--- src/hdl/akga_pkg.sv ---
// Shared constants, register codes and interface types for the analog key to gamepad axes block.
package akga_pkg;

    localparam int TRAVEL_MAX = 40;
    localparam int MAG_W      = 15;
    localparam int DIV_STEPS  = 16;

    localparam logic [MAG_W-1:0] FULL_MAG   = 15'd32767;
    localparam logic [3:0]       SMOOTH_MAX = 4'd10;

    localparam logic [1:0] TGT_LEFT  = 2'd0;
    localparam logic [1:0] TGT_RIGHT = 2'd1;
    localparam logic [1:0] TGT_TRIG  = 2'd2;

    localparam logic [1:0] CURVE_LIN    = 2'd0;
    localparam logic [1:0] CURVE_SQR    = 2'd1;
    localparam logic [1:0] CURVE_SMOOTH = 2'd2;

    localparam logic [2:0] REG_ENABLE     = 3'd0;
    localparam logic [2:0] REG_TARGET     = 3'd1;
    localparam logic [2:0] REG_CURVE      = 3'd2;
    localparam logic [2:0] REG_DEAD_ZONE  = 3'd3;
    localparam logic [2:0] REG_FULL_SCALE = 3'd4;
    localparam logic [2:0] REG_SMOOTHING  = 3'd5;
    localparam logic [2:0] REG_FLIP_X     = 3'd6;
    localparam logic [2:0] REG_FLIP_Y     = 3'd7;

    typedef struct packed {
        logic [7:0] dead_zone;
        logic [7:0] full_scale;
        logic [1:0] curve;
    } lane_cfg_t;

    typedef struct packed {
        logic [3:0] smoothing;
        logic       flip_x;
        logic       flip_y;
    } merge_cfg_t;

    typedef struct packed {
        logic signed [15:0] fx;
        logic signed [15:0] fy;
        logic [7:0]         lt;
        logic [7:0]         rt;
    } merge_res_t;

endpackage

--- src/hdl/akga_lane.sv ---
// Per-key magnitude lane: deadzone, full scale, response curve and serial divide.
module akga_lane import akga_pkg::*;
(
    input  logic             clk,
    input  logic             rst_n,
    input  logic             start,
    input  logic [7:0]       travel,
    input  lane_cfg_t        cfg,
    output logic             done,
    output logic [MAG_W-1:0] mag
);

    typedef enum logic [2:0] {L_IDLE, L_MUL, L_NUM, L_DIV, L_DONE} lstate_t;

    lstate_t          state_reg;
    logic [7:0]       p_reg;
    logic [7:0]       s_reg;
    logic [15:0]      pp_reg;
    logic [15:0]      ss_reg;
    logic [9:0]       w_reg;
    logic [23:0]      den_reg;
    logic [40:0]      rem_reg;
    logic [3:0]       cnt_reg;
    logic [MAG_W-1:0] mag_reg;

    logic [7:0]  sat;
    logic [25:0] x_next;
    logic [23:0] den_next;
    logic [40:0] num_next;
    logic [40:0] trial;
    logic        ge;

    always_comb
    begin
        sat = (cfg.full_scale > 8'(TRAVEL_MAX)) ? 8'(TRAVEL_MAX) : cfg.full_scale;
        case (cfg.curve)
            CURVE_SQR:
            begin
                x_next   = 26'(pp_reg);
                den_next = 24'(ss_reg);
            end
            CURVE_SMOOTH:
            begin
                x_next   = 26'(pp_reg * w_reg);
                den_next = 24'(ss_reg * s_reg);
            end
            default:
            begin
                x_next   = 26'(p_reg);
                den_next = 24'(s_reg);
            end
        endcase
        num_next = {x_next, 15'd0} - 41'(x_next);
        trial    = 41'(den_reg) << cnt_reg;
        ge       = (rem_reg >= trial);
    end

    always_ff @(posedge clk or negedge rst_n)
    begin
        if (!rst_n)
        begin
            state_reg <= L_IDLE;
        end
        else
        begin
            unique case (state_reg)
                L_IDLE, L_DONE:
                begin
                    if (start)
                    begin
                        if (cfg.dead_zone >= sat || travel <= cfg.dead_zone || travel >= sat)
                            state_reg <= L_DONE;
                        else
                            state_reg <= L_MUL;
                    end
                end
                L_MUL:
                    state_reg <= L_NUM;
                L_NUM:
                    state_reg <= L_DIV;
                L_DIV:
                begin
                    if (cnt_reg == 4'd0)
                        state_reg <= L_DONE;
                end
                default:
                    state_reg <= L_IDLE;
            endcase
        end
    end

    always_ff @(posedge clk)
    begin
        case (state_reg)
            L_IDLE, L_DONE:
            begin
                if (start)
                begin
                    p_reg   <= travel - cfg.dead_zone;
                    s_reg   <= sat - cfg.dead_zone;
                    mag_reg <= '0;
                    if (cfg.dead_zone < sat && travel > cfg.dead_zone && travel >= sat)
                        mag_reg <= FULL_MAG;
                end
            end
            L_MUL:
            begin
                pp_reg <= 16'(p_reg * p_reg);
                ss_reg <= 16'(s_reg * s_reg);
                w_reg  <= ({2'b00, s_reg} + {1'b0, s_reg, 1'b0}) - {1'b0, p_reg, 1'b0};
            end
            L_NUM:
            begin
                den_reg <= den_next;
                rem_reg <= num_next;
                cnt_reg <= 4'(MAG_W - 1);
            end
            L_DIV:
            begin
                if (ge)
                    rem_reg <= rem_reg - trial;
                mag_reg <= {mag_reg[MAG_W-2:0], ge};
                cnt_reg <= cnt_reg - 4'd1;
            end
            default:
            begin
            end
        endcase
    end

    assign done = (state_reg == L_DONE);
    assign mag  = mag_reg;

endmodule

--- config.mk ---
export PLATFORM = sky130hd
export DESIGN_NAME = akga_lane
export DESIGN_NICKNAME = d
export VERILOG_FILES = /design/src/hdl/akga_pkg.sv /design/src/hdl/akga_lane.sv
export SDC_FILE = /design/constraint.sdc
export NUM_CORES = 1
export LEC_CHECK = 0
export ABC_CLOCK_PERIOD_IN_PS = 11000
export BUFFER_PORTS_ARGS = -buffer_cell sky130_fd_sc_hd__buf_2
export CAP_MARGIN = 20
export CORE_AREA = 2 2 281 283
export CTS_CLUSTER_SIZE = 30
export DETAILED_ROUTE_END_ITERATION = 16
export DIE_AREA = 0 0 283 285
export HOLD_SLACK_MARGIN = 0.06
export PLACE_DENSITY = 0.55
export SETUP_SLACK_MARGIN = 0.4
export SKIP_LAST_GASP = 1
export SYNTH_ARGS = -nofsm -noshare
export SYNTH_HDL_FRONTEND = slang
export SYNTH_SLANG_ARGS = --single-unit
--- constraint.sdc ---
create_clock -name clk -period 11 [get_ports clk]
set_clock_uncertainty 0.15 [all_clocks]
set_input_delay 2.2 -clock clk [delete_from_list [all_inputs] [get_ports clk]]
set_output_delay 2.2 -clock clk [all_outputs]
set_load 0.03 [all_outputs]
After elaboration in Yosys (flattened, before gate mapping)
Index checks and enable logic that the tools add are counted.
{"block": "totals", "ramBits": 0, "wordCells": 64, "mem_count": 0, "input_bits": 29, "mem_bits_ro": 0, "latchBits": 0, "regBits": 145}
{"block": "classes", "div": 0, "bitwise": 0, "n_mul": 4, "magnitude_cmp": 7, "muxes": 13, "n_reduce_logical": 13, "add_sub_neg": 7, "eq_ne": 9, "n_shift": 1}
{"op": "$pmux W41 S2", "count": 1}
{"op": "$pmux W26 S2", "count": 1}
{"op": "$pmux W24 S2", "count": 1}
{"op": "$ge A41 B41 Y1", "count": 1}
{"op": "$mux W41", "count": 1}
{"op": "$shl A24 B4 Y41", "count": 1}
{"op": "$sub A41 B26 Y41", "count": 1}
{"op": "$sub A41 B41 Y41", "count": 1}
{"op": "$mul A8 B8 Y16", "count": 2}
{"op": "$mux W15", "count": 2}
{"op": "$pmux W15 S2", "count": 1}
{"op": "$mul A16 B10 Y26", "count": 1}
{"op": "$mul A16 B8 Y24", "count": 1}
{"op": "$ge A8 B8 Y1", "count": 2}
{"op": "$sub A8 B8 Y8", "count": 2}
{"op": "$pmux W3 S4", "count": 1}
{"op": "$add A8 B9 Y10", "count": 1}
{"op": "$sub A10 B9 Y10", "count": 1}
{"op": "$mux W3", "count": 3}
{"op": "$gt A8 B6 Y1 const B", "count": 1}
{"op": "$gt A8 B8 Y1", "count": 1}
{"op": "$le A8 B8 Y1", "count": 1}
{"op": "$lt A8 B8 Y1", "count": 1}
{"op": "$mux W8", "count": 1}
{"op": "other kinds (15)", "count": 24}

Depth between registers and ports, before layout
{"block": "logic_depth", "depth_word": 8, "depth_mapped": 33}

Least setup slack after synthesis
OpenSTA, ideal clock, no wires.
{"block": "synth_timing", "path_kind": "flip-flop to flip-flop", "startpoint": "reg w_reg[3]", "endpoint": "reg rem_reg[38] (data pin)", "setup_ns": 0.271, "period_less_slack_ns": 8.301, "arrival_time_ns": 7.880, "path_slack_ns": 2.699, "path_stages_with_launch": 29, "path_cell_list": "edfxtp_1 > clkbuf_1 > nand2_1 > fa_1 > inv_1 > fa_1 > inv_1 > fa_1 > inv_1 > fa_1 > inv_1 > fa_1 > inv_1 > ha_1 > a21oi_2 > o221ai_1 > a221o_1 > o2111ai_1 > a21oi_1 > a211oi_1 > mux2i_1 > ha_1 > nand4_1 > or3_1 > a2111oi_0 > a211oi_1 > nand4_1 > xnor2_1 > mux2i_1"}
{"block": "synth_between", "elab_chain_len": 4}
{"element": "start, declared", "line": "akga_lane.sv:20", "source": "logic [9:0] w_reg;"}
{"element": "start signal, assigned", "line": "akga_lane.sv:110", "source": "w_reg <= ({2'b00, s_reg} + {1'b0, s_reg, 1'b0}) - {1'b0, p_reg, 1'b0};"}
{"element": "$mul A16 B10 Y26", "line": "akga_lane.sv:44", "source": "x_next = 26'(pp_reg * w_reg);"}
{"element": "$pmux W26 S2", "line": "akga_lane.sv:36", "source": "case (cfg.curve)"}
{"element": "$sub A41 B26 Y41", "line": "akga_lane.sv:53", "source": "num_next = {x_next, 15'd0} - 41'(x_next);"}
{"element": "$pmux W41 S2", "line": "akga_lane.sv:94", "source": "case (state_reg)"}
{"element": "end signal, assigned", "line": "akga_lane.sv:115", "source": "rem_reg <= num_next;"}
{"element": "end signal, assigned", "line": "akga_lane.sv:121", "source": "rem_reg <= rem_reg - trial;"}
{"element": "end, declared", "line": "akga_lane.sv:22", "source": "logic [40:0] rem_reg;"}
No other way between the ends.
A chain may end at the register's enable or synchronous reset.

Worst setup path in the final report
Ends and elaborated chain as after synthesis.

==> impl_metrics.yaml <==
setup_path:
  r2r_start: "w_reg[3]"
  cp-start-kind: "flip-flop"
  endpoint: "rem_reg[38]"
  worstReg2RegEnd: "rem_reg[38]"
  cp_max_fo: 15
  endpoint_kind: "flip-flop"
  startpoint: "w_reg[3]"
  required_ns: 11.06
  regToRegSetupSlack_ns: 1.61
  critical_path_class: "reg2reg"
  worstPathArrival_ns: 9.46
  reg2regPathDepth: 27
timing:
  post-route-period-util_pct: 85.4
  maxSlewViolCount: 0
  setup_viol: 0
  hold_viol: 0
  fin_ws_ns: 1.61
  setup_tns_ns: 0
  maxSlewHeadroom_pct: 28.1
  period_minus_slack_ns: 9.39
  fin_hold_ws_ns: 0.363
  tightest_slew_ns: 1.05
  fmax_mhz: 106
  rsz0062_at_grt: "false"
pwr:
  total_power_mw: 4.70
  power_frac_comb_pct: 70.6
  peakVddDrop_uv: 91.5
  p_seq_share_pct: 16.8
  leakagePower_nw: 11.6
  p_sw_mw: 2.23
  p_per_area_mw_per_mm2: 188
  switching_share_pct: 47.4
  p_int_mw: 2.47
  clkPwrFrac_pct: 12.6
die:
  start_util_pct: 29.7
  io_pins: 45
  core_mm2: 0.0780
  dieWidth_um: 283
  fp-row-count: 103
  die-area_mm2: 0.0807
  die_h_um: 285
final_layout:
  n_antenna_cell: 0
  final_core_util_pct: 32.1
  nFillCells: 8176
  layout.nets: 3100
  multi_input_area_mm2: 0.0172
  largest_reg_flops: 41
  syn2layout_area_growth_pct: 8.09
  final-seq-area_mm2: 0.00425
  drive_gt1_share_pct: 6.03
clocking:
  cts_hold_buf: 0
  post_cts.repair.setup_buffers: 0
  cts_sinks: 142
  numCtsBuffers: 17
  clkTransAtPathRegs_ns: 0.07
  root_buffer: "clkbuf_16"
  cts_resized: 0
  clockBufferDepth: 2
  insertion_delay_ns: 0.49
  tritoncts: "done"
  h-tree-depth: 4
grt:
  grt_use_total_pct: 14.9
  gr-total-overflow: 0
  antenna_found_initial: 3
  grt_max_degree: 65
  grt_pass1_wl_mm: 96.0
  grt_pass1_vias: 17500
synth:
  synth_area_mm2: 0.0231
  synth_cells: 2596
  synthDistinctLibCells: 90
  ys_ff_latch: 142
  ys_warn_count: 0
  synthArstFlopShare_pct: 2.11
  avgSynthCellArea_um2: 8.91
  synth_edf_count: 139
  synthFlopType: "edfxtp_1"
  seq_area_frac_synth_pct: 18.4
routing:
  wl_met1_mm: 29.7
  wl_met2_mm: 26.3
  routedWlPerCell_um: 16.2
  drc: 0
  drtIter0Drc: 984
  highest_layer: "met5"
  vias_per_cell: 4.82
  firstDrtPassIters: 6
  met3RoutedLength_mm: 2.12
  wirelength_mm: 58.8
  vias: 17500
  ant_nets: 0
placement:
  gp_congestion: 0.908
  port_buffers: 44
  dp_slack_ns: 1.71
  dp_hpwl_mm: 47.3
min_path:
  hold_path_depth: 1
  hold_path.class: "reg2reg"
run:
  drv_cap: 0
outcome:
  outcome: "finished, final reports clean"
-- layer usage --
metal	track usage (%)	vias up
li1	-	8661
met1	21.4	8536
met2	23.8	281
met3	2.03	40
met4	3.16	6
met5	0	-
-- through the flow --
step | std cells | cell area, µm²
floorplan | 2606 | 23200
global placement | 3603 | 24400
detailed placement | 3603 | 24400
CTS | 3635 | 25000
global route | 3636 | 25000
finish | 3636 | 25000
-- cells by family after synthesis --
logic type | Yosys count | share of synthesized area, %
DFF | 142 | 18.4
AOI/OAI and AO/OA | 489 | 14.1
buffers and inverters | 474 | 7.75
other | 2 | 0.0325
muxes | 56 | 2.83
xor gates and xnor gates | 145 | 5.49
and+or+nand+nor | 790 | 16.6
adders and majority gates | 498 | 34.9
-- worst min path at each step --
stage                       from           end  slack, ns
finish              state_reg[2]  state_reg[1]       0.36
global route        state_reg[2]  state_reg[1]       0.39
CTS                 state_reg[2]  state_reg[1]       0.37
detailed placement  state_reg[2]  state_reg[1]       0.36
global placement    state_reg[2]  state_reg[1]       0.36
floorplan               s_reg[0]     ss_reg[0]       0.27
-- synthesized netlist by cell type, types with 4 or more instances --
| library cell | instances | area [µm²] |
|---|---|---|
| xor2_1 | 55 | 482 |
| ha_1 | 253 | 3170 |
| nand2b_1 | 22 | 138 |
| mux2_2 | 15 | 169 |
| and2_1 | 148 | 926 |
| edfxtp_1 | 139 | 4170 |
| a21boi_0 | 6 | 45.0 |
| nand4_1 | 17 | 106 |
| nand3_1 | 29 | 145 |
| o21ai_0 | 86 | 430 |
| and3_1 | 15 | 93.8 |
| fa_1 | 245 | 4900 |
| a31oi_1 | 22 | 138 |
| nor2_1 | 130 | 488 |
| buf_1 | 16 | 60.1 |
| a22oi_1 | 7 | 52.6 |
| mux2i_1 | 35 | 350 |
| o21a_1 | 15 | 113 |
| xnor2_1 | 90 | 788 |
| nor4_1 | 10 | 62.6 |
| a21o_1 | 82 | 616 |
| o211a_1 | 4 | 40.0 |
| a2111oi_0 | 4 | 35.0 |
| a211oi_1 | 21 | 158 |
| nor2b_1 | 21 | 131 |
| and4_1 | 6 | 52.6 |
| o21ai_1 | 10 | 50.1 |
| clkbuf_1 | 95 | 357 |
| mux4_2 | 6 | 135 |
| nand4b_1 | 4 | 35.0 |
| o21bai_1 | 25 | 188 |
| nand2_1 | 318 | 1190 |
| a221oi_1 | 12 | 105 |
| o31ai_1 | 15 | 113 |
| or4_1 | 5 | 37.5 |
| inv_1 | 354 | 1330 |
| o211ai_1 | 8 | 60.1 |
| nor3_1 | 32 | 160 |
| a31o_2 | 5 | 43.8 |
| or3_1 | 11 | 68.8 |
| a21oi_1 | 122 | 611 |
| a32o_1 | 4 | 40.0 |
| or2_2 | 8 | 50.1 |
-- placed cells by master (no fill, tap or decap), types with 85 or more instances in the layout --
cell type	netlist	routed
fa_1	245	245
ha_1	253	253
and2_1	148	147
edfxtp_1	139	139
inv_1	354	354
xnor2_1	90	90
nor2_1	130	129
nand2_1	318	318
o21ai_0	86	85
a21oi_1	122	122
-- final cells by class --
| cell class | instances | area share [%] |
|---|---|---|
| multi-input cells | 1990 | 68.6 |
| flip-flops and latches | 142 | 17.0 |
| inverters | 358 | 5.37 |
| well taps | 1050 | 5.25 |
| clock buffers | 18 | 1.72 |
| repair buffers | 64 | 1.51 |
| clock inverters | 14 | 0.570 |
-- power groups by stage --
stage	Combinational, mW	Clock, mW	Sequential, mW
detailed placement	3.32	0	0.802
finish	3.32	0.590	0.790
global route	3.82	0.626	0.795
CTS	3.35	0.609	0.791
floorplan	2.65	0	0.773
global placement	3.31	0	0.802
-- critical path: stages, from the launching register on --
cell,delay [ns]
edfxtp_1,0.65
nand2_1,0.16
fa_1,0.56
inv_1,0.05
fa_1,0.50
inv_1,0.05
fa_1,0.47
inv_1,0.05
fa_1,0.52
inv_1,0.05
fa_1,0.52
inv_1,0.04
ha_1,0.38
a21oi_2,0.28
o221ai_1,0.18
a221o_1,0.39
o2111ai_1,0.26
a21oi_1,0.15
a211oi_1,0.42
mux2i_1,0.49
ha_1,0.32
nand4_1,0.24
or3_1,0.47
a2111oi_0,0.93
a211oi_1,0.35
nand4_1,0.26
xnor2_1,0.14
mux2i_1,0.09
No activity file was read; power rests on OpenSTA's default activity.
