===== src/hdl/akga_pkg.sv =====
// Shared constants, register codes and interface types for the analog key to gamepad axes block.
package akga_pkg;

    localparam int TRAVEL_MAX = 40;
    localparam int MAG_W      = 15;
    localparam int DIV_STEPS  = 16;

    localparam logic [MAG_W-1:0] FULL_MAG   = 15'd32767;
    localparam logic [3:0]       SMOOTH_MAX = 4'd10;

    localparam logic [1:0] TGT_LEFT  = 2'd0;
    localparam logic [1:0] TGT_RIGHT = 2'd1;
    localparam logic [1:0] TGT_TRIG  = 2'd2;

    localparam logic [1:0] CURVE_LIN    = 2'd0;
    localparam logic [1:0] CURVE_SQR    = 2'd1;
    localparam logic [1:0] CURVE_SMOOTH = 2'd2;

    localparam logic [2:0] REG_ENABLE     = 3'd0;
    localparam logic [2:0] REG_TARGET     = 3'd1;
    localparam logic [2:0] REG_CURVE      = 3'd2;
    localparam logic [2:0] REG_DEAD_ZONE  = 3'd3;
    localparam logic [2:0] REG_FULL_SCALE = 3'd4;
    localparam logic [2:0] REG_SMOOTHING  = 3'd5;
    localparam logic [2:0] REG_FLIP_X     = 3'd6;
    localparam logic [2:0] REG_FLIP_Y     = 3'd7;

    typedef struct packed {
        logic [7:0] dead_zone;
        logic [7:0] full_scale;
        logic [1:0] curve;
    } lane_cfg_t;

    typedef struct packed {
        logic [3:0] smoothing;
        logic       flip_x;
        logic       flip_y;
    } merge_cfg_t;

    typedef struct packed {
        logic signed [15:0] fx;
        logic signed [15:0] fy;
        logic [7:0]         lt;
        logic [7:0]         rt;
    } merge_res_t;

endpackage


===== src/hdl/akga_merge.sv =====
// Merge stage: axis targets, smoothing filter step over serial dividers and trigger scaling.
module akga_merge import akga_pkg::*;
(
    input  logic               clk,
    input  logic               rst_n,
    input  logic               start,
    input  logic [MAG_W-1:0]   nx,
    input  logic [MAG_W-1:0]   px,
    input  logic [MAG_W-1:0]   ny,
    input  logic [MAG_W-1:0]   py,
    input  merge_cfg_t         cfg,
    input  logic signed [15:0] fx,
    input  logic signed [15:0] fy,
    output logic               done,
    output merge_res_t         res
);

    typedef enum logic [1:0] {M_IDLE, M_DIV, M_DONE} mstate_t;

    mstate_t            state_reg;
    logic [4:0]         cnt_reg;
    logic [DIV_STEPS-1:0] nd_reg  [2];
    logic [DIV_STEPS-1:0] q_reg   [2];
    logic [15:0]        rem_reg [2];
    logic [15:0]        dv_reg  [2];
    logic signed [15:0] tx_reg;
    logic signed [15:0] ty_reg;
    logic               negx_reg;
    logic               negy_reg;
    logic               nzx_reg;
    logic               nzy_reg;
    logic               bypass_reg;
    logic [7:0]         lt_reg;
    logic [7:0]         rt_reg;

    logic signed [15:0] tx;
    logic signed [15:0] ty;
    logic signed [16:0] dx;
    logic signed [16:0] dy;
    logic [16:0]        ax;
    logic [16:0]        ay;
    logic [3:0]         lvl;
    logic [MAG_W-1:0]   lmax;
    logic [MAG_W-1:0]   rmax;
    logic [16:0]        sh   [2];
    logic               ge   [2];
    logic [15:0]        stx;
    logic [15:0]        sty;
    logic signed [16:0] nfx;
    logic signed [16:0] nfy;

    // m * 255 / 32767 as (x + x / 32768 + 1) / 32768 with x = m * 255
    function automatic logic [7:0] scale_trigger(logic [MAG_W-1:0] m);
        logic [23:0] x;
        logic [23:0] y;
        x = {1'b0, m, 8'd0} - 24'(m);
        y = x + 24'(x[23:15]) + 24'd1;
        return y[22:15];
    endfunction

    always_comb
    begin
        tx = $signed({1'b0, px}) - $signed({1'b0, nx});
        ty = $signed({1'b0, py}) - $signed({1'b0, ny});
        if (cfg.flip_x)
            tx = -tx;
        if (cfg.flip_y)
            ty = -ty;
        dx   = 17'(tx) - 17'(fx);
        dy   = 17'(ty) - 17'(fy);
        ax   = dx[16] ? -dx : dx;
        ay   = dy[16] ? -dy : dy;
        lvl  = (cfg.smoothing > SMOOTH_MAX) ? SMOOTH_MAX : cfg.smoothing;
        lmax = (nx > ny) ? nx : ny;
        rmax = (px > py) ? px : py;
        for (int k = 0; k < 2; k++)
        begin
            sh[k] = {rem_reg[k], nd_reg[k][DIV_STEPS-1]};
            ge[k] = (sh[k] >= {1'b0, dv_reg[k]});
        end
        stx = (q_reg[0][15:0] == 16'd0 && nzx_reg) ? 16'd1 : q_reg[0][15:0];
        sty = (q_reg[1][15:0] == 16'd0 && nzy_reg) ? 16'd1 : q_reg[1][15:0];
        nfx = negx_reg ? 17'(fx) - 17'(stx) : 17'(fx) + 17'(stx);
        nfy = negy_reg ? 17'(fy) - 17'(sty) : 17'(fy) + 17'(sty);
        res.fx = bypass_reg ? tx_reg : nfx[15:0];
        res.fy = bypass_reg ? ty_reg : nfy[15:0];
        res.lt = lt_reg;
        res.rt = rt_reg;
    end

    always_ff @(posedge clk or negedge rst_n)
    begin
        if (!rst_n)
        begin
            state_reg <= M_IDLE;
        end
        else
        begin
            unique case (state_reg)
                M_IDLE, M_DONE:
                begin
                    if (start)
                        state_reg <= M_DIV;
                end
                M_DIV:
                begin
                    if (cnt_reg == 5'd0)
                        state_reg <= M_DONE;
                end
                default:
                    state_reg <= M_IDLE;
            endcase
        end
    end

    always_ff @(posedge clk)
    begin
        if (state_reg != M_DIV && start)
        begin
            tx_reg     <= tx;
            ty_reg     <= ty;
            negx_reg   <= dx[16];
            negy_reg   <= dy[16];
            nzx_reg    <= (dx != 17'sd0);
            nzy_reg    <= (dy != 17'sd0);
            bypass_reg <= (lvl == 4'd0);
            lt_reg     <= scale_trigger(lmax);
            rt_reg     <= scale_trigger(rmax);
            nd_reg[0]  <= DIV_STEPS'(ax[15:0]);
            nd_reg[1]  <= DIV_STEPS'(ay[15:0]);
            dv_reg[0]  <= 16'(lvl) + 16'd1;
            dv_reg[1]  <= 16'(lvl) + 16'd1;
            for (int k = 0; k < 2; k++)
            begin
                rem_reg[k] <= '0;
                q_reg[k]   <= '0;
            end
            cnt_reg <= 5'(DIV_STEPS - 1);
        end
        else if (state_reg == M_DIV)
        begin
            for (int k = 0; k < 2; k++)
            begin
                rem_reg[k] <= ge[k] ? 16'(sh[k] - {1'b0, dv_reg[k]}) : sh[k][15:0];
                nd_reg[k]  <= {nd_reg[k][DIV_STEPS-2:0], 1'b0};
                q_reg[k]   <= {q_reg[k][DIV_STEPS-2:0], ge[k]};
            end
            cnt_reg <= cnt_reg - 5'd1;
        end
    end

    assign done = (state_reg == M_DONE);

endmodule


===== config.mk =====
export PLATFORM = sky130hd
export DESIGN_NAME = akga_merge
export DESIGN_NICKNAME = d
export VERILOG_FILES = /design/src/hdl/akga_pkg.sv /design/src/hdl/akga_merge.sv
export SDC_FILE = /design/constraint.sdc
export NUM_CORES = 1
export LEC_CHECK = 0
export ABC_AREA = 1
export BUFFER_PORTS_ARGS = -buffer_cell sky130_fd_sc_hd__clkbuf_2
export CAP_MARGIN = 10
export CORE_MARGIN = 4
export CORE_UTILIZATION = 45
export DETAILED_ROUTE_END_ITERATION = 12
export GPL_ROUTABILITY_DRIVEN = 0
export GPL_TIMING_DRIVEN = 0
export PLACE_DENSITY = 0.65
export SYNTH_ARGS = -nofsm -noshare
export SYNTH_HDL_FRONTEND = slang
export SYNTH_SLANG_ARGS = --single-unit

===== constraint.sdc =====
create_clock -name clk -period 4 [get_ports clk]
set_input_delay 0.2 -clock clk [delete_from_list [all_inputs] [get_ports clk]]
set_output_delay 0.2 -clock clk [all_outputs]
set_load 0.05 [all_outputs]

* After elaboration in Yosys (flattened, before gate mapping) *
Memories as Yosys holds them, arrays and structs flattened.
Cells that the tools add are included.

storage, ports and cells
  register bits = 60
  bits in writable memories = 106
  input port bits = 101
  output and inout bits = 49
  logic and storage cells = 94
  memories kept = 4

operators by class
  add/subtract/negate cells = 22
  $lt $le $gt $ge = 5
  eq/ne operators = 5
  muxes and demuxes = 29
  bitwise gates (word level) = 6
  reductions and logical operators = 12

memory list
  name     words  bits a word  read ports  clocked after Yosys merged registers in  wr ports  RTL line          source
  nd_reg   2      16           2           0                                        2         akga_merge.sv:22  logic [DIV_STEPS-1:0] nd_reg [2];
  q_reg    2      16           2           0                                        2         akga_merge.sv:23  logic [DIV_STEPS-1:0] q_reg [2];
  rem_reg  2      16           2           0                                        2         akga_merge.sv:24  logic [15:0] rem_reg [2];
  dv_reg   2      5            2           0                                        2         akga_merge.sv:25  logic [15:0] dv_reg [2];

operators by type and width
  operator                                                            number
  16-bit 2-to-1 mux                                                   18
  16-bit negation                                                     4
  16-bit subtractor                                                   4
  23-bit by 15-bit subtractor with 24-bit output                      2
  23-bit by 1-bit adder with 23-bit output, second input constant     2
  23-bit by 9-bit adder with 23-bit output                            2
  17-bit by 16-bit greater-or-equal comparator with 1-bit output      2
  17-bit nonzero test                                                 2
  16-bit by 16-bit subtractor with 17-bit output                      2
  16-bit adder                                                        2
  16-bit logical NOT                                                  2
  15-bit by 15-bit subtractor with 16-bit output                      2
  15-bit greater-than comparator                                      2
  15-bit 2-to-1 mux                                                   2
  1-bit bitwise OR                                                    6
  4-bit by 1-bit adder with 5-bit output, second input constant       1
  5-bit logical NOT                                                   1
  1-bit 2-to-1 mux                                                    5
  5-bit by 1-bit subtractor with 5-bit output, second input constant  1
  4-bit greater-than comparator, second input constant                1
  4-bit logical NOT                                                   1
  2-bit 2-to-1 mux                                                    2
  4-bit 2-to-1 mux                                                    1
  2-bit != test, second input constant                                2
  other kinds (8)                                                     10

* Logic depth before layout (Yosys ltp) *
Gate-level depths: netlist (run 1).

  depth in word-level cells = 7
  depth in mapped cells = 40
  depth with buffers taken out = 38

* Worst setup path before layout (run 1) *
No wires, ideal clock.

  kind = in2reg
  start point = in px[0]
  end point = mem nd_reg[0][15] (data pin)
  setup time = 0.267 ns
  data arrival time = 4.348 ns
  data required time = 3.733 ns
  path slack = -0.614 ns
  stages on the path = 26
  path buffers = 0
  cells stage by stage = inv_1 -> ha_1 -> inv_1 -> fa_1 -> xor2_1 -> nor3_1 -> or3b_2 -> or3_1 -> nor2_1 -> nand2_1 -> nor2_1 -> nand2_1 -> o21ai_0 -> xnor2_1 -> ha_1 -> inv_1 -> nor4_1 -> nand3_1 -> nand2_1 -> nand2_1 -> nand2_1 -> clkinv_1 -> o31ai_1 -> nand2_1 -> xnor2_1 -> o21ai_0

RTL lines
  element      RTL line          source
  from (decl)  akga_merge.sv:8   input logic [MAG_W-1:0] px,
  to (decl)    akga_merge.sv:22

==> impl_metrics.toml, run 1 <==
[sta]
finalCritPeriodShare_pct = 120
finalHoldViolations = 0
rsz0062_at_grt = "true"
slew_violations = 0
fmax_mhz = 209
worst_slack_ns = -0.791
finalCriticalPeriod_ns = 4.79
worstMarginPinSlew_ns = 1.15
skew_ns = 0.00855
relSlewSlack_pct = 23.5
setup_violations = 48

[grt]
grt_start_max_net_pins = 64
antenna_found_initial = 2
grt.overflow.total = 0
grt_pass1_wl_mm = 88.9
grt_pass1_vias = 17700
busiest_layer = "met2"
grtUsageMet1_pct = 33.7
globalRouteMet2Util_pct = 44.2
met3_usage_pct = 2.98
track_usage_pct = 25.9

[synth]
avgSynthCellArea_um2 = 6.95
synthesis.area_um2 = 17700
yosys_warnings = 0
synth_fp_nets = 2831
ys_ff_latch = 161
synth_edf_count = 154
synth_cell_types = 66
async_flop_share_pct = 1.24
ys_seq_area_share_pct = 26.9
synthCells = 2552
synth_ff_type = "edfxtp_1"

[critical_path]
endpoint_kind = "output pin"
cp_common_cell = "nand2_2"
path_class = "reg2out"
arrival_ns = 4.59
crit_fanout = 3
cp_data_required_time_ns = 3.80
slowest_delay_ns = 0.44
critPathLaunchType = "register"
crit_slowest_cell = "edfxtp_1"

[clocking]
clock_path_buffers = 2
clk-insertion-delay-late_ns = 0.45
clockRootBuffer = "clkbuf_16"
clock_sinks = 161
cts.reportedPaths.clkPinSlew_ns = 0.07
cts_made_buffers = 17
htree_levels = 4
cts_tree = "built"

[floorplanning]
start_util_pct = 45.7
die_h_um = 207
num_rows = 72
ios = 150
die_area_um2 = 42600
core_area_um2 = 38800
die_w_um = 207

[finish]
final_common_cell = "nand2_1"
fin_cells = 3501
finish.utilization_pct = 66.9
drive_above_1_share_pct = 36.9
fillers = 2862
final_area_um2 = 26000
syn2layout_area_growth_pct = 46.5
final_cell_mix = "515 x nand2_1, 331 x inv_1, 228 x buf_4"
layout.nets = 3248

[placed_design]
dpl_cell_area_um2 = 19700
hpwl_mm = 42.8
dp_cells = 3220
io_buffers = 148
post-place-ws_ns = -1.03

[route]
wl_mm = 62.8
drtIter0Drc = 1770
wl_per_cell_um = 17.9
vias_per_cell = 5.51
vias = 19300
drt-pass1-iter-count = 8
ant_nets = 0
drcViolationCount = 0

[run]
cap_violations = 0

[pwr]
p_per_area_nw_per_um2 = 668
p_leak_nw = 11.9
power.total_mw = 17.4
vdd_ir_drop_max_v = 0.000433

[status]
violations = "negative setup slack"
outcome = "finished with violations"

[min_path]
min-delay-path-class = "in2async"
## metrics by stage
step | hold WS [ns] | setup TNS, ns
after detailed placement | -0.00932 | -46.30
final | 0.0673 | -12.04
after CTS | 0.0590 | -7.79
after global routing | 0.0672 | -23.44
after global placement | -0.0102 | -146.86
after floorplan | -0.0956 | -2.37
## synthesized netlist by cell type (11+ instances only)
| library cell | n | area share (%) |
|---|---|---|
| xor2_1 | 142 | 7.0 |
| xnor2_1 | 35 | 1.7 |
| nor3_1 | 43 | 1.2 |
| a21oi_1 | 160 | 4.5 |
| edfxtp_1 | 154 | 26 |
| nor2_1 | 265 | 5.6 |
| a31oi_1 | 11 | 0.39 |
| o21ai_0 | 128 | 3.6 |
| nand4_1 | 32 | 1.1 |
| ha_1 | 170 | 12 |
| nand3_1 | 140 | 4.0 |
| o21bai_1 | 11 | 0.47 |
| clkbuf_1 | 24 | 0.51 |
| nand3b_1 | 13 | 0.55 |
| nor2_2 | 16 | 0.56 |
| nand2_2 | 25 | 0.88 |
| inv_1 | 393 | 8.3 |
| nand2_1 | 630 | 13 |
## power breakdown
group | total, mW | internal (mW) | switching (mW)
Combinational | 12.5 | 5.09 | 7.45
Clock | 1.69 | 0.895 | 0.790
Sequential | 3.13 | 2.80 | 0.334
Total | 17.4 | 8.79 | 8.58
## per-layer routing
metal	part of all wire, %	wire (um)
met5	0.032	20
met4	4.6	2900
met3	6.6	4130
met2	48	30400
met1	40	25300
## path summary, 6_finish.rpt
kind / cells past startpoint / startpoint / endpoint / slack, ns
worst max-delay path: 30 / q_reg[0][8] / res[44] / -0.79
worst min-delay path: 2 / rst_n / state_reg[0] / 0.07
worst max register to register: 15 / dv_reg[0][6] / rem_reg[0][30] / 1.07
worst min register to register: 1 / cnt_reg[0] / cnt_reg[0] / 0.49
max in group asynchronous: 2 / rst_n / state_reg[1] / 3.83
min in group clk: 3 / cfg[5] / dv_reg[0][8] / 0.07
## logic make-up after synthesis
| group | share of synthesized area (%) |
|---|---|
| adder cells (fa/ha/maj) | 12.9 |
| flip-flops | 26.9 |
| XOR/XNOR | 9.05 |
| other | 0.0211 |
| AO/OA/AOI/OAI | 12.0 |
| AND/OR/NAND/NOR | 29.5 |
| buffers and inverters | 9.60 |
## worst max-delay path, delay by kind of cell, from the launching register on
kind / cells / cell delay [ns]
simple gates: 18 / 1.87
compound gates: 5 / 0.78
fa+ha+maj: 2 / 0.45
flops: 1 / 0.44
buf+inv: 4 / 0.44
xor+xnor: 1 / 0.17
## what timing repair did
item / in CTS / in global routing
cloned: 1 / 4
hold buffers: 1 / 0
setup endpoints to repair: 71 / 74
hold endpoints to repair: 2 / 0
pin swaps: 155 / 300
setup buffers: 149 / 138
gates resized for setup: 318 / 573
## area by class of cell
type / count / area (um2) / area share (%)
inverter: 405 / 1630 / 6.26
clock inverter: 14 / 146 / 0.563
sequential: 161 / 4770 / 18.4
buffer: 36 / 231 / 0.891
timing repair buffer: 398 / 3320 / 12.8
antenna: 1 / 2.50 / 0.00963
multi-input combinational: 1950 / 14800 / 56.9
clock buffer: 18 / 439 / 1.69
tap: 518 / 648 / 2.49
Power figures use the tool's default switching activity.
==> inputs of run 2 (changes only) <==
Settings changed: BUFFER_PORTS_ARGS -buffer_cell sky130_fd_sc_hd__clkbuf_2 to -buffer_cell sky130_fd_sc_hd__buf_2.
==> run 2 against run 1 <==
  * The flow still finishes with violations (negative setup slack)
  * Largest cell class unchanged
  * Via count up 1.5%
  * Die area unchanged
  * Core utilization grew 0.21 points
  * Sequential cell count unchanged
  * Clock power increased by 3%
  * Cell count rose by 0.80%
  * Worst setup slack gained 0.061 ns
  * Sequential share of layout area down 0.057 points
  * Total power grew 1.7%
  * First-iteration DRC count rose by 2.6%
  * Count of clock-buffer cells in the layout up 2
==> impl_metrics.toml, run 2 (synthesis results as in run 1) <==
[clocking]
cts_made_buffers = 17
clock_path_buffers = 2
clk-insertion-delay-late_ns = 0.45
cts_tree = "built"
clock_sinks = 161
clockRootBuffer = "clkbuf_16"
htree_levels = 4
cts.reportedPaths.clkPinSlew_ns = 0.07

[grt]
antenna_found_initial = 2
grt_start_max_net_pins = 64
grt_pass1_vias = 18100
grt_pass1_wl_mm = 90.5
track_usage_pct = 26.3
grt.overflow.total = 0

[route]
vias_per_cell = 5.55
wl_mm = 64.3
drtIter0Drc = 1816
ant_nets = 0
wl_per_cell_um = 18.2
vias = 19600
drt-pass1-iter-count = 6
drcViolationCount = 0

[floorplanning]
start_util_pct = 45.7
die_h_um = 207
die_area_um2 = 42600
ios = 150
core_area_um2 = 38800
die_w_um = 207
num_rows = 72

[sta]
setup_violations = 54
worst_slack_ns = -0.730
finalCriticalPeriod_ns = 4.73
worstMarginPinSlew_ns = 1.02
slew_violations = 0
skew_ns = 0.00736
fmax_mhz = 211
relSlewSlack_pct = 31.8
finalHoldViolations = 0
finalCritPeriodShare_pct = 118
rsz0062_at_grt = "true"
timing.hold.ws_ns = 0.0564

[status]
violations = "negative setup slack"
outcome = "finished with violations"

[finish]
final_common_cell = "nand2_1"
final_cell_mix = "508 x nand2_1, 328 x inv_1, 260 x buf_4"
fillers = 2887
layout.nets = 3276
multi_input_area_um2 = 14800
final_area_um2 = 26100
drive_above_1_share_pct = 37.4
syn2layout_area_growth_pct = 47.0
finish.utilization_pct = 67.1
seq_area_um2 = 4770

[critical_path]
cp_data_required_time_ns = 3.80
critPathLaunchType = "register"
crit_family = "simple AND/OR/NAND/NOR gates"
critPathBufInv = 2
crit_fanout = 4
cp_common_cell = "nand2_2"
endpoint_kind = "output pin"
crit_slowest_cell = "edfxtp_1"
arrival_ns = 4.53
path_class = "reg2out"
slowest_delay_ns = 0.42

[pwr]
p_leak_nw = 12.0
power.total_mw = 17.7
cell_internal_pwr_mw = 8.90
p_per_area_nw_per_um2 = 677
p_seq_share_pct = 17.7
power_frac_comb_pct = 72.4
vdd_ir_drop_max_v = 0.000351
swShare_pct = 49.6
p_clk_share_pct = 9.9
p_sw_mw = 8.75

[placed_design]
hpwl_mm = 42.6
dpl_cell_area_um2 = 19700
io_buffers = 148

[run]
cap_violations = 0

[min_path]
min-delay-path-class = "in2async"
==> run 2: final cells by class <==
class                           count  share of cell area (%)
Multi-Input combinational cell   1950                    57.0
Sequential cell                   161                    18.3
Timing Repair Buffer              424                    12.7
Inverter                          405                    6.23
Tap cell                          518                    2.49
Clock buffer                       20                    1.84
Buffer                             36                   0.883
Clock inverter                     12                   0.514
Timing Repair inverter              2                  0.0768
Antenna cell                        1                 0.00960
==> run 2: metal layers <==
metal / GRT usage (%) / part of all wire (%)
met1: 33.8 / 39
met2: 44.9 / 48
met3: 3.77 / 7.3
met4: 9.84 / 5.0
met5: 0 / 0.011
==> run 2: per-stage QoR <==
| stage | cells | worst slack [ns] | setup TNS [ns] |
|---|---|---|---|
| finish | 3529 | -0.730 | -16.72 |
| global route | 3528 | -0.929 | -28.43 |
| CTS | 3438 | -0.579 | -7.26 |
| detailed placement | 3220 | -0.984 | -45.18 |
| global placement | 3218 | -1.08 | -145.74 |
| floorplan | 2552 | -0.239 | -2.37 |
==> run 2: power by group through the flow <==
stage | sequential (mW) | clock (mW) | combinational (mW)
5_1_grt | 3.19 | 1.83 | 13.7
3_5_place_dp | 3.14 | 0 | 8.23
3_3_place_gp | 3.19 | 0 | 8.01
6_report | 3.13 | 1.74 | 12.8
4_1_cts | 3.12 | 1.75 | 10.4
2_1_floorplan | 3.17 | 0 | 6.19
==> run 2: what timing repair did <==
action,4_1_cts,5_1_grt
hold buffers,1,0
setup buffers,182,98
hold endpoints to repair,2,0
setup endpoints to repair,70,74
gates cloned,3,3
pin swaps,162,290
gates resized for setup,327,509
==> run 2: worst paths after layout <==
| kind | start | end | slack [ns] | cells past startpoint |
|---|---|---|---|---|
| worst max-delay path | q_reg[0][11] | res[45] | -0.73 | 30 |
| worst min-delay path | rst_n | state_reg[0] | 0.06 | 2 |
| worst max register to register | dv_reg[0][6] | rem_reg[0][30] | 1.08 | 15 |
| worst min register to register | cnt_reg[0] | cnt_reg[0] | 0.48 | 1 |
| max in group asynchronous | rst_n | state_reg[1] | 3.85 | 2 |
| min in group clk | cfg[5] | dv_reg[0][8] | 0.06 | 3 |
